<file path="config.mk">
export PLATFORM = sky130hd
export DESIGN_NAME = disk_request_scheduler
export DESIGN_NICKNAME = d
export VERILOG_FILES = /design/src/hw/rtl/drs_pkg.sv /design/src/hw/rtl/disk_request_scheduler.sv
export SDC_FILE = /design/constraint.sdc
export NUM_CORES = 1
export LEC_CHECK = 0
export BUFFER_PORTS_ARGS = -buffer_cell sky130_fd_sc_hd__buf_2
export CORE_MARGIN = 10
export CORE_UTILIZATION = 55
export CTS_CLUSTER_SIZE = 20
export DETAILED_ROUTE_END_ITERATION = 10
export GPL_TIMING_DRIVEN = 0
export PLACE_DENSITY = 0.79
export SLEW_MARGIN = 20
export SYNTH_ARGS = -nofsm -noshare
export SYNTH_HDL_FRONTEND = slang
export SYNTH_SLANG_ARGS = --single-unit
export TNS_END_PERCENT = 100
</file>
<file path="constraint.sdc">
create_clock -name clk -period 9 [get_ports clk]
set_input_delay 0.45 -clock clk [delete_from_list [all_inputs] [get_ports clk]]
set_output_delay 0.45 -clock clk [all_outputs]
set_load 0.005 [all_outputs]
</file>
<file path="src/hw/rtl/drs_pkg.sv">
// drs_pkg: shared types and codes for the disk request scheduler
// queue entry layout, command and policy codes, sequencer state encoding
// no dependencies
`timescale 1ns / 1ps

package drs_pkg;

    // one queued or current request
    typedef struct packed {
        logic [31:0] arr_time;
        logic [15:0] cyl;
        logic [15:0] id;
    } entry_t;

    // request kind carried on tuser
    localparam logic CMD_ARRIVE = 1'b0;
    localparam logic CMD_DONE   = 1'b1;

    // selection policy register codes
    localparam logic [1:0] POL_FCFS = 2'd0;
    localparam logic [1:0] POL_SSTF = 2'd1;
    localparam logic [1:0] POL_LOOK = 2'd2;

    // sequencer states, one-hot
    typedef enum logic [3:0] {
        ST_IDLE   = 4'b0001,
        ST_SCAN   = 4'b0010,
        ST_SHIFT  = 4'b0100,
        ST_FINISH = 4'b1000
    } state_t;

endpackage

</file>
<file path="src/hw/rtl/disk_request_scheduler.sv">
// Flow: an arrival passes from accept through the finish state, which waits for a free
// output register. A completion runs its scan passes, then compacts from k, the chosen slot,
// to the youngest entry: one scan pass for shortest seek, one or two for LOOK, none for FCFS.
// One queue read port (one read a cycle) and a shared distance/key comparator pace each pass.
// One request at a time; the next is taken once the result sits in the output register.
// Reset: pending count, current request, policy and control clear; queue memory is not reset.
`timescale 1ns / 1ps

module disk_request_scheduler #(
    parameter int QUEUE_DEPTH = 16
) (
    input  logic        clk,
    input  logic        rst_n,
    // configuration: policy register
    input  logic        cfg_valid,
    output logic        cfg_ready,
    input  logic [1:0]  cfg_data,      // policy
    // request input
    input  logic        s_tvalid,
    output logic        s_tready,
    input  logic [87:0] s_tdata,       // req_id, cylinder, arrival_time, head_cylinder, scan_up
    input  logic        s_tuser,       // cmd
    // result output
    output logic        m_tvalid,
    input  logic        m_tready,
    output logic [63:0] m_tdata,       // out_id, out_cylinder, out_time
    output logic        m_tuser        // dropped
);

    localparam int IDX_W = $clog2(QUEUE_DEPTH);
    localparam int CNT_W = $clog2(QUEUE_DEPTH + 1);

    // state and registers
    drs_pkg::state_t   state_reg, state_next;
    logic [1:0]        policy_reg;
    logic [CNT_W-1:0]  count_reg, count_next;
    drs_pkg::entry_t   cur_reg, cur_next;
    logic              drop_reg, drop_next;
    logic [15:0]       head_reg, head_next;
    logic              up_reg, up_next;
    logic              look_reg, look_next;
    logic              pass2_reg, pass2_next;
    logic [IDX_W-1:0]  iss_reg, iss_next;
    logic              iss_on_reg, iss_on_next;
    logic              rd_pend_reg, rd_pend_next;
    logic [IDX_W-1:0]  rd_idx_reg, rd_idx_next;
    logic              found_reg, found_next;
    logic [IDX_W-1:0]  best_idx_reg, best_idx_next;
    logic [47:0]       best_key_reg, best_key_next;
    logic [IDX_W-1:0]  sel_reg, sel_next;
    drs_pkg::entry_t   out_reg, out_next;
    logic              out_drop_reg, out_drop_next;
    logic              m_valid_reg, m_valid_next;

    // queue memory
    drs_pkg::entry_t   mem [QUEUE_DEPTH];
    drs_pkg::entry_t   rdata_reg;
    logic              mem_we;
    logic [IDX_W-1:0]  mem_waddr;
    logic [IDX_W-1:0]  mem_raddr;
    drs_pkg::entry_t   mem_wdata;

    // input fields
    logic              in_cmd;
    drs_pkg::entry_t   in_entry;
    logic [15:0]       in_head;
    logic              in_up;
    logic              s_acc;

    // scan datapath
    logic [IDX_W-1:0]  last_idx;
    logic              dir_up;
    logic              cand_ok;
    logic [15:0]       seek_dist;
    logic [47:0]       key;
    logic              hit;

    assign in_cmd            = s_tuser;
    assign in_entry.id       = s_tdata[15:0];
    assign in_entry.cyl      = s_tdata[31:16];
    assign in_entry.arr_time = s_tdata[63:32];
    assign in_head           = s_tdata[79:64];
    assign in_up             = s_tdata[80];

    assign s_tready  = (state_reg == drs_pkg::ST_IDLE);
    assign s_acc     = s_tvalid && s_tready;
    assign cfg_ready = 1'b1;
    assign m_tvalid  = m_valid_reg;
    assign m_tdata   = {out_reg.arr_time, out_reg.cyl, out_reg.id};
    assign m_tuser   = out_drop_reg;

    // index of the youngest queued entry
    assign last_idx = IDX_W'(count_reg - CNT_W'(1));

    // shared compare unit: direction filter, seek distance and ordered key
    assign dir_up    = up_reg ^ pass2_reg;
    assign cand_ok   = !look_reg ||
                       (dir_up ? (rdata_reg.cyl >= head_reg) : (rdata_reg.cyl <= head_reg));
    assign seek_dist = (rdata_reg.cyl >= head_reg) ? (rdata_reg.cyl - head_reg)
                                                   : (head_reg - rdata_reg.cyl);
    assign key       = {seek_dist, rdata_reg.arr_time};
    assign hit       = cand_ok && (!found_reg || (key < best_key_reg));

    // sequencer
    always_comb
    begin
        state_next    = state_reg;
        count_next    = count_reg;
        cur_next      = cur_reg;
        drop_next     = drop_reg;
        head_next     = head_reg;
        up_next       = up_reg;
        look_next     = look_reg;
        pass2_next    = pass2_reg;
        iss_next      = iss_reg;
        iss_on_next   = iss_on_reg;
        rd_pend_next  = 1'b0;
        rd_idx_next   = rd_idx_reg;
        found_next    = found_reg;
        best_idx_next = best_idx_reg;
        best_key_next = best_key_reg;
        sel_next      = sel_reg;
        out_next      = out_reg;
        out_drop_next = out_drop_reg;
        m_valid_next  = m_valid_reg;
        mem_we        = 1'b0;
        mem_waddr     = IDX_W'(count_reg);
        mem_wdata     = in_entry;
        mem_raddr     = iss_reg;

        // result taken downstream
        if (m_valid_reg && m_tready)
        begin
            m_valid_next = 1'b0;
        end

        // read issue for scan and compaction
        if ((state_reg == drs_pkg::ST_SCAN || state_reg == drs_pkg::ST_SHIFT) && iss_on_reg)
        begin
            rd_pend_next = 1'b1;
            rd_idx_next  = iss_reg;
            if (iss_reg == last_idx)
            begin
                iss_on_next = 1'b0;
            end
            else
            begin
                iss_next = iss_reg + IDX_W'(1);
            end
        end

        case (state_reg)
            drs_pkg::ST_IDLE:
            begin
                if (s_acc)
                begin
                    drop_next  = 1'b0;
                    state_next = drs_pkg::ST_FINISH;
                    if (in_cmd == drs_pkg::CMD_ARRIVE)
                    begin
                        // arrival: make current, queue, or drop when full
                        if (cur_reg.id == 16'd0)
                        begin
                            cur_next = in_entry;
                        end
                        else if (count_reg < CNT_W'(QUEUE_DEPTH))
                        begin
                            mem_we     = 1'b1;
                            count_next = count_reg + CNT_W'(1);
                        end
                        else
                        begin
                            drop_next = 1'b1;
                        end
                    end
                    else
                    begin
                        // completion: pick the next request
                        head_next = in_head;
                        up_next   = in_up;
                        if (count_reg == '0)
                        begin
                            cur_next = '0;
                        end
                        else if (policy_reg == drs_pkg::POL_SSTF ||
                                 policy_reg == drs_pkg::POL_LOOK)
                        begin
                            look_next   = (policy_reg == drs_pkg::POL_LOOK);
                            pass2_next  = 1'b0;
                            found_next  = 1'b0;
                            iss_next    = '0;
                            iss_on_next = 1'b1;
                            state_next  = drs_pkg::ST_SCAN;
                        end
                        else
                        begin
                            sel_next    = '0;
                            iss_next    = '0;
                            iss_on_next = 1'b1;
                            state_next  = drs_pkg::ST_SHIFT;
                        end
                    end
                end
            end

            drs_pkg::ST_SCAN:
            begin
                if (rd_pend_reg)
                begin
                    // keep the best candidate so far
                    if (hit)
                    begin
                        found_next    = 1'b1;
                        best_key_next = key;
                        best_idx_next = rd_idx_reg;
                    end
                    // end of pass
                    if (rd_idx_reg == last_idx)
                    begin
                        if (found_reg || hit)
                        begin
                            sel_next    = hit ? rd_idx_reg : best_idx_reg;
                            iss_next    = hit ? rd_idx_reg : best_idx_reg;
                            iss_on_next = 1'b1;
                            state_next  = drs_pkg::ST_SHIFT;
                        end
                        else if (look_reg && !pass2_reg)
                        begin
                            // nothing ahead of the head: reverse direction
                            pass2_next  = 1'b1;
                            iss_next    = '0;
                            iss_on_next = 1'b1;
                        end
                        else
                        begin
                            sel_next    = '0;
                            iss_next    = '0;
                            iss_on_next = 1'b1;
                            state_next  = drs_pkg::ST_SHIFT;
                        end
                    end
                end
            end

            drs_pkg::ST_SHIFT:
            begin
                if (rd_pend_reg)
                begin
                    // take the chosen entry, move later entries up by one
                    if (rd_idx_reg == sel_reg)
                    begin
                        cur_next = rdata_reg;
                    end
                    else
                    begin
                        mem_we    = 1'b1;
                        mem_waddr = rd_idx_reg - IDX_W'(1);
                        mem_wdata = rdata_reg;
                    end
                    if (rd_idx_reg == last_idx)
                    begin
                        count_next = count_reg - CNT_W'(1);
                        state_next = drs_pkg::ST_FINISH;
                    end
                end
            end

            drs_pkg::ST_FINISH:
            begin
                // load the output register once it is free
                if (!m_valid_reg || m_tready)
                begin
                    out_next      = cur_reg;
                    out_drop_next = drop_reg;
                    m_valid_next  = 1'b1;
                    state_next    = drs_pkg::ST_IDLE;
                end
            end

            default:
            begin
                state_next = drs_pkg::ST_IDLE;
            end
        endcase
    end

    // control registers
    always_ff @(posedge clk or negedge rst_n)
    begin
        if (!rst_n)
        begin
            state_reg   <= drs_pkg::ST_IDLE;
            policy_reg  <= drs_pkg::POL_FCFS;
            count_reg   <= '0;
            cur_reg     <= '0;
            iss_on_reg  <= 1'b0;
            rd_pend_reg <= 1'b0;
            found_reg   <= 1'b0;
            pass2_reg   <= 1'b0;
            m_valid_reg <= 1'b0;
        end
        else
        begin
            state_reg   <= state_next;
            count_reg   <= count_next;
            cur_reg     <= cur_next;
            iss_on_reg  <= iss_on_next;
            rd_pend_reg <= rd_pend_next;
            found_reg   <= found_next;
            pass2_reg   <= pass2_next;
            m_valid_reg <= m_valid_next;
            if (cfg_valid && cfg_ready)
            begin
                policy_reg <= cfg_data;
            end
        end
    end

    // payload registers
    always_ff @(posedge clk)
    begin
        drop_reg     <= drop_next;
        head_reg     <= head_next;
        up_reg       <= up_next;
        look_reg     <= look_next;
        iss_reg      <= iss_next;
        rd_idx_reg   <= rd_idx_next;
        best_idx_reg <= best_idx_next;
        best_key_reg <= best_key_next;
        sel_reg      <= sel_next;
        out_reg      <= out_next;
        out_drop_reg <= out_drop_next;
    end

    // queue memory write port
    always_ff @(posedge clk)
    begin
        if (mem_we)
        begin
            mem[mem_waddr] <= mem_wdata;
        end
    end

    // queue memory read port, registered
    always_ff @(posedge clk)
    begin
        rdata_reg <= mem[mem_raddr];
    end

    // checks
    a_count_bound: assert property (@(posedge clk) disable iff (!rst_n)
        count_reg <= CNT_W'(QUEUE_DEPTH))
        else $error("pending count above queue depth");

    a_shift_nonempty: assert property (@(posedge clk) disable iff (!rst_n)
        (state_reg == drs_pkg::ST_SHIFT || state_reg == drs_pkg::ST_SCAN) |-> count_reg != '0)
        else $error("scan or compaction with an empty queue");

    a_write_phase: assert property (@(posedge clk) disable iff (!rst_n)
        mem_we |-> (state_reg == drs_pkg::ST_IDLE || state_reg == drs_pkg::ST_SHIFT))
        else $error("queue write outside arrival or compaction");

    a_remove_one: assert property (@(posedge clk) disable iff (!rst_n)
        (state_reg == drs_pkg::ST_SHIFT && state_next == drs_pkg::ST_FINISH)
        |=> count_reg == $past(count_reg) - CNT_W'(1))
        else $error("completion did not remove exactly one entry");

    a_hold_result: assert property (@(posedge clk) disable iff (!rst_n)
        (m_valid_reg && !m_tready) |=> (m_valid_reg && $stable(m_tdata) && $stable(m_tuser)))
        else $error("waiting result changed or vanished");

endmodule
</file>
# Yosys cells after proc, flatten, opt, wreduce, memory -nomap -nowiden
# Memories as Yosys holds them, arrays and structs flattened. A register that Yosys moved wholly into a read port is not among the register bits.
# Index checks and enable logic that the tools add are counted.
[word_totals] register_bits=228 mem_bits_rw=1024 input_bits=96 output_inout_bits=68 wordCells=185 memories=1
[mem_list] name="mem" words=16 width=64 read_ports=1 rd_ports_with_merged_regs=1 write_ports=1 line_no="disk_request_scheduler.sv:56" source="drs_pkg::entry_t mem [QUEUE_DEPTH];"
[classes] addsub=6 order_cmp=4 eq_ne=29 n_mux=87 bitwise=2 reduce_logical=32
[ops] operator="2-to-1 mux 64 bit" count=9
[ops] operator="case mux 64 bit (2 select lines)" count=1
[ops] operator="2-to-1 mux 4 bit" count=30
[ops] operator="less-than comparator 48 bit" count=1
[ops] operator="subtractor 16 bit" count=2
[ops] operator="2-to-1 mux 1 bit" count=31
[ops] operator="2-to-1 mux 5 bit" count=6
[ops] operator="AND reduction 7 bit" count=3
[ops] operator="inequality test 2 bit (second input constant)" count=9
[ops] operator=">= comparator 16 bit" count=1
[ops] operator="less-or-equal comparator 16 bit" count=1
[ops] operator="zero test 16 bit" count=1
[ops] operator="2-to-1 mux 16 bit" count=1
[ops] operator="inequality test 2 x 1 -> 1 bit (second input constant)" count=8
[ops] operator="case mux 4 bit (2 select lines)" count=2
[ops] operator="case mux 4 bit (4 select lines)" count=1
[ops] operator="equality test 4 bit" count=3
[ops] operator="case mux 5 bit (2 select lines)" count=1
[ops] operator="AND reduction 9 bit" count=1
[ops] operator="case mux 1 bit (2 select lines)" count=4
[ops] operator="AND reduction 8 bit" count=1
[ops] operator="logical OR 1 bit" count=6
[ops] operator="AND reduction 2 bit" count=3
[ops] operator="AND reduction 3 bit" count=2
[ops] operator="other kinds (24)" count=32

# Logic depth before layout (Yosys ltp)
[depth] ltp_word=10 ltp_mapped=20 ltp_nobuf=19

# Worst setup path after synthesis
# No wires, ideal clock.
[synth_timing] path_kind="reg2reg" startpoint="register head_reg[9]" endpoint="register best_key_reg[0], enable pin" setup_ps=513 arrival_time_ps=6916 required_ps=8487 setup_slack_ps=1571 stages_incl_launch_ff=18 n_path_buf=2 synth_period_minus_slack_ps=7429 path_cell_list="edfxtp_1 -> inv_1 -> ha_1 -> buf_6 -> a21oi_2 -> o21ai_2 -> a311oi_4 -> nand2_4 -> buf_6 -> o32ai_2 -> xnor2_1 -> ha_1 -> a21o_1 -> a21o_1 -> a21oi_1 -> o21ai_0 -> a211o_4 -> nor3_1"
[synth_between] elab_chain_len=6 elab_cells_between_ends=11 classes_between="add/sub (2); order compare (3); mux (2); reduce/logical (4)"
[synth_lines] item="start: declaration" line_no="disk_request_scheduler.sv:39" source="logic [15:0] head_reg, head_next;"
[synth_lines] item="start signal: assignment" line_no="disk_request_scheduler.sv:323" source="head_reg <= head_next;"
[synth_lines] item="subtractor 16 bit, or another cell as far along" line_no="disk_request_scheduler.sv:100" source=": (head_reg - rdata_reg.cyl);"
[synth_lines] item="2-to-1 mux 16 bit *" line_no="disk_request_scheduler.sv:99" source="assign seek_dist = (rdata_reg.cyl >= head_reg) ? (rdata_reg.cyl - head_reg)"
[synth_lines] item="named net key[45]" line_no="disk_request_scheduler.sv:75" source="logic [47:0] key;"
[synth_lines] item="less-than comparator 48 bit *" line_no="disk_request_scheduler.sv:102" source="assign hit = cand_ok && (!found_reg || (key < best_key_reg));"
[synth_lines] item="logical OR 1 bit *" line_no="disk_request_scheduler.sv:102"
[synth_lines] item="logical AND 1 bit *" line_no="disk_request_scheduler.sv:102"
[synth_lines] item="AND reduction 3 bit (no source line) *"
[synth_lines] item="end signal: assignment" line_no="disk_request_scheduler.sv:329" source="best_key_reg <= best_key_next;"
[synth_lines] item="end: declaration" line_no="disk_request_scheduler.sv:49" source="logic [47:0] best_key_reg, best_key_next;"
# The timed path passes the listed nets; every way through them passes the cells marked *.
# A chain may end at the register's enable or synchronous reset.

# Final worst setup path
[layout_timing] startpoint="register head_reg[7]" endpoint="register best_key_reg[2], enable pin"
# Same word-level chain as after synthesis.

==> results.ini <==
[status]
outcome = completed

[yosys]
synthesis.area_um2 = 53100
syn_inst = 3174
synth-seq-cells = 1316
yosysWarnings = 0
synth-edff-count = 1168
async_reset_ff_share_pct = 6.08
yosysSeqAreaShare_pct = 72.3
synth_nets = 3355
synth_cell_types = 82
yosys_most_used_dff = edfxtp_1
syn_area_per_cell_um2 = 16.7

[placement]
io_buffer_count = 154
globalplace.congestion = 0.849
dpl_cell_area_um2 = 57300
hpwl_um = 96200

[detailed_routing]
vias = 31941
drtPass1Iterations = 6
routedWlPerCell_um = 29.7
drt_wl_total_um = 146000
drtIter0Drc = 4223
drt.antenna.violating_nets = 0
drc = 0
via_per_inst = 6.48

[global_route]
track_usage_pct = 26.6
antenna_found_initial = 11
grt_max_degree = 58
grt_pass1_vias = 32755
overflow = 0
grt_pass1_wl_um = 213000

[timing]
final.setup.tns_ns = 0
tightest_slew_ns = 1.25
fin_crit_sh_pct = 77.3
period_minus_slack_ns = 6.96
finalMaxSlewViolations = 0
final.setup_skew_ns = 0.0390
hold_viol = 0
relSlewSlack_pct = 16.9
fmax_mhz = 144
rsz0062_at_grt = false
setup_viol = 0

[layout]
nets = 3735
regArea_um2 = 38400
fillers = 6188
syn2layout_area_growth_pct = 16.3
largest_reg_flops = 1024
final_common_cell = edfxtp_1
most-common-layout-cells = 1168 x edfxtp_1, 217 x o21ai_0, 198 x mux2i_1
multi_input_area_um2 = 13800
final_area_um2 = 61800
drive_gt1_share_pct = 20.1

[power]
finalPower_uw = 17400
peakVddDrop_mv = 0.216
power_density_nw_per_um2 = 281
leakage_uw = 0.0211

[floorplan]
die_y_um = 331
rows = 113
die-area_um2 = 109000
dieWidth_um = 331
core_area_um2 = 95400
start_util_pct = 55.7
ios = 164

[worst_setup_path]
crit_type = reg2reg
critical_path.max_fanout = 9
cpMaxStageDelayCell = a21oi_1
ff2ff_setup_slack_ns = 2.04
critPathArrivalTime_ns = 7.44
critical-path-max-stage-delay_ns = 0.92
start_kind = flip-flop
cp.required_ns = 9.48
worstSetupEndpointType = flip-flop
cpMostUsedCell = a21oi_1
crit_chain = inv_1, ha_1, buf_2, a21oi_1, o21ai_1, o21ai_1, a21oi_1, o22ai_1, and4b_1, a211oi_1, ha_1, nand4_1, nor3_2, nand2_1, a21oi_1, a221o_1, nor3_2, buf_4, buf_6, buf_4

[clocking]
cts.sinks = 1316
cts.htree.levels = 4
clk-insertion-delay-late_ns = 0.76
path_clk_slew_ns = 0.06
cts_tree = yes
cts.repair.resized = 0
max-clock-path-buffers = 3
root_buffer = clkbuf_16
cts_made_buffers = 130

[job]
maxCapViolations = 0

[min_path]
hold_path.class = in2reg

worst max-delay path: cells and delay by family (launching register included):
| kind | cells | cell delay [ns] |
|---|---|---|
| AOI/OAI and AO/OA | 8 | 3.26 |
| and+or+nand+nor | 5 | 1.64 |
| buffers and inverters | 5 | 0.89 |
| DFF | 1 | 0.45 |
| adders and majority gates | 2 | 0.41 |
area by class of cell:
| cell class | instances | share of cell area [%] |
|---|---|---|
| antenna | 1 | 0.00405 |
| timing repair buffer | 248 | 4.28 |
| multi-input combinational | 1592 | 22.3 |
| clock inverter | 79 | 1.20 |
| sequential | 1316 | 62.2 |
| buffer | 171 | 1.25 |
| inverter | 95 | 0.577 |
| clock buffer | 161 | 5.66 |
| tap | 1265 | 2.56 |
cell families after synthesis:
group	count (synthesis)	synth area share (%)
adders and majority gates	85	2.03
muxes	444	11.7
other	1	0.00706
and+or+nand+nor	397	3.83
xor gates and xnor gates	37	0.690
buffers and inverters	266	2.09
DFF	1316	72.3
AOI/OAI and AO/OA	628	7.34
final timing paths:
check / endpoint / from / cells past startpoint
min in group asynchronous: cur_reg[61] / rst_n / 2
min: state_reg[0] / s_tvalid / 3
max reg2reg: best_key_reg[2] / head_reg[7] / 20
min reg2reg: m_tuser / drop_reg / 0
max in group asynchronous: cur_reg[34] / rst_n / 3
max: best_key_reg[2] / head_reg[7] / 20
report_power, final:
group | switching, uW | internal (uW)
clock network | 2330 | 3070
registers | 370 | 7260
logic | 2740 | 1620
total | 5440 | 12000
stage by stage:
step | hold slack (ns) | setup slack [ns] | utilization, % | cells
finish | 0.0826 | 2.04 | 64.7 | 4928
global route | 0.0853 | 1.90 | 64.7 | 4928
CTS | 0.0411 | 2.29 | 64.7 | 4926
detailed placement | 0.343 | 2.33 | 60.0 | 4662
global placement | 0.410 | -3.06 | 58.1 | 4593
floorplan | 0.154 | 1.57 | - | 3174
per-layer routing:
metal / vias up / part of all wire [%] / track usage, % / routed length, um
met4: 12 / 4.9 / 12.8 / 7160
met2: 2090 / 48 / 42.8 / 70100
met3: 445 / 11 / 6.37 / 16100
met5: - / 0.064 / 0 / 94
li1: 13252 / - / - / -
met1: 16142 / 36 / 33.8 / 52700
cells in the mapped netlist, types with 8 or more instances:
cell type | count | area share, %
a21o_1 | 21 | 0.30
a221oi_1 | 67 | 1.1
ha_1 | 83 | 2.0
dfxtp_1 | 68 | 2.6
nand3_1 | 10 | 0.094
nor4_1 | 8 | 0.094
buf_2 | 34 | 0.32
a22oi_1 | 65 | 0.92
mux2i_1 | 198 | 3.7
mux2_2 | 68 | 1.4
buf_1 | 19 | 0.13
a21oi_1 | 177 | 1.7
o21ai_1 | 15 | 0.14
mux4_2 | 128 | 5.4
nor2_1 | 47 | 0.33
nor3b_1 | 66 | 0.93
xor2_1 | 13 | 0.21
nand4_1 | 16 | 0.19
nor3_1 | 14 | 0.13
buf_6 | 8 | 0.17
edfxtp_1 | 1168 | 66
dfrtp_1 | 79 | 3.7
xnor2_1 | 21 | 0.35
o21ai_0 | 222 | 2.1
mux2_1 | 49 | 1.0
clkbuf_1 | 107 | 0.76
nand2_1 | 194 | 1.4
inv_1 | 94 | 0.66
timing repair:
action	CTS	global route
hold buffers	24	0
setup buffers	0	0
endpoints found under the hold margin	99	0
(Power assumes the default switching activity.)
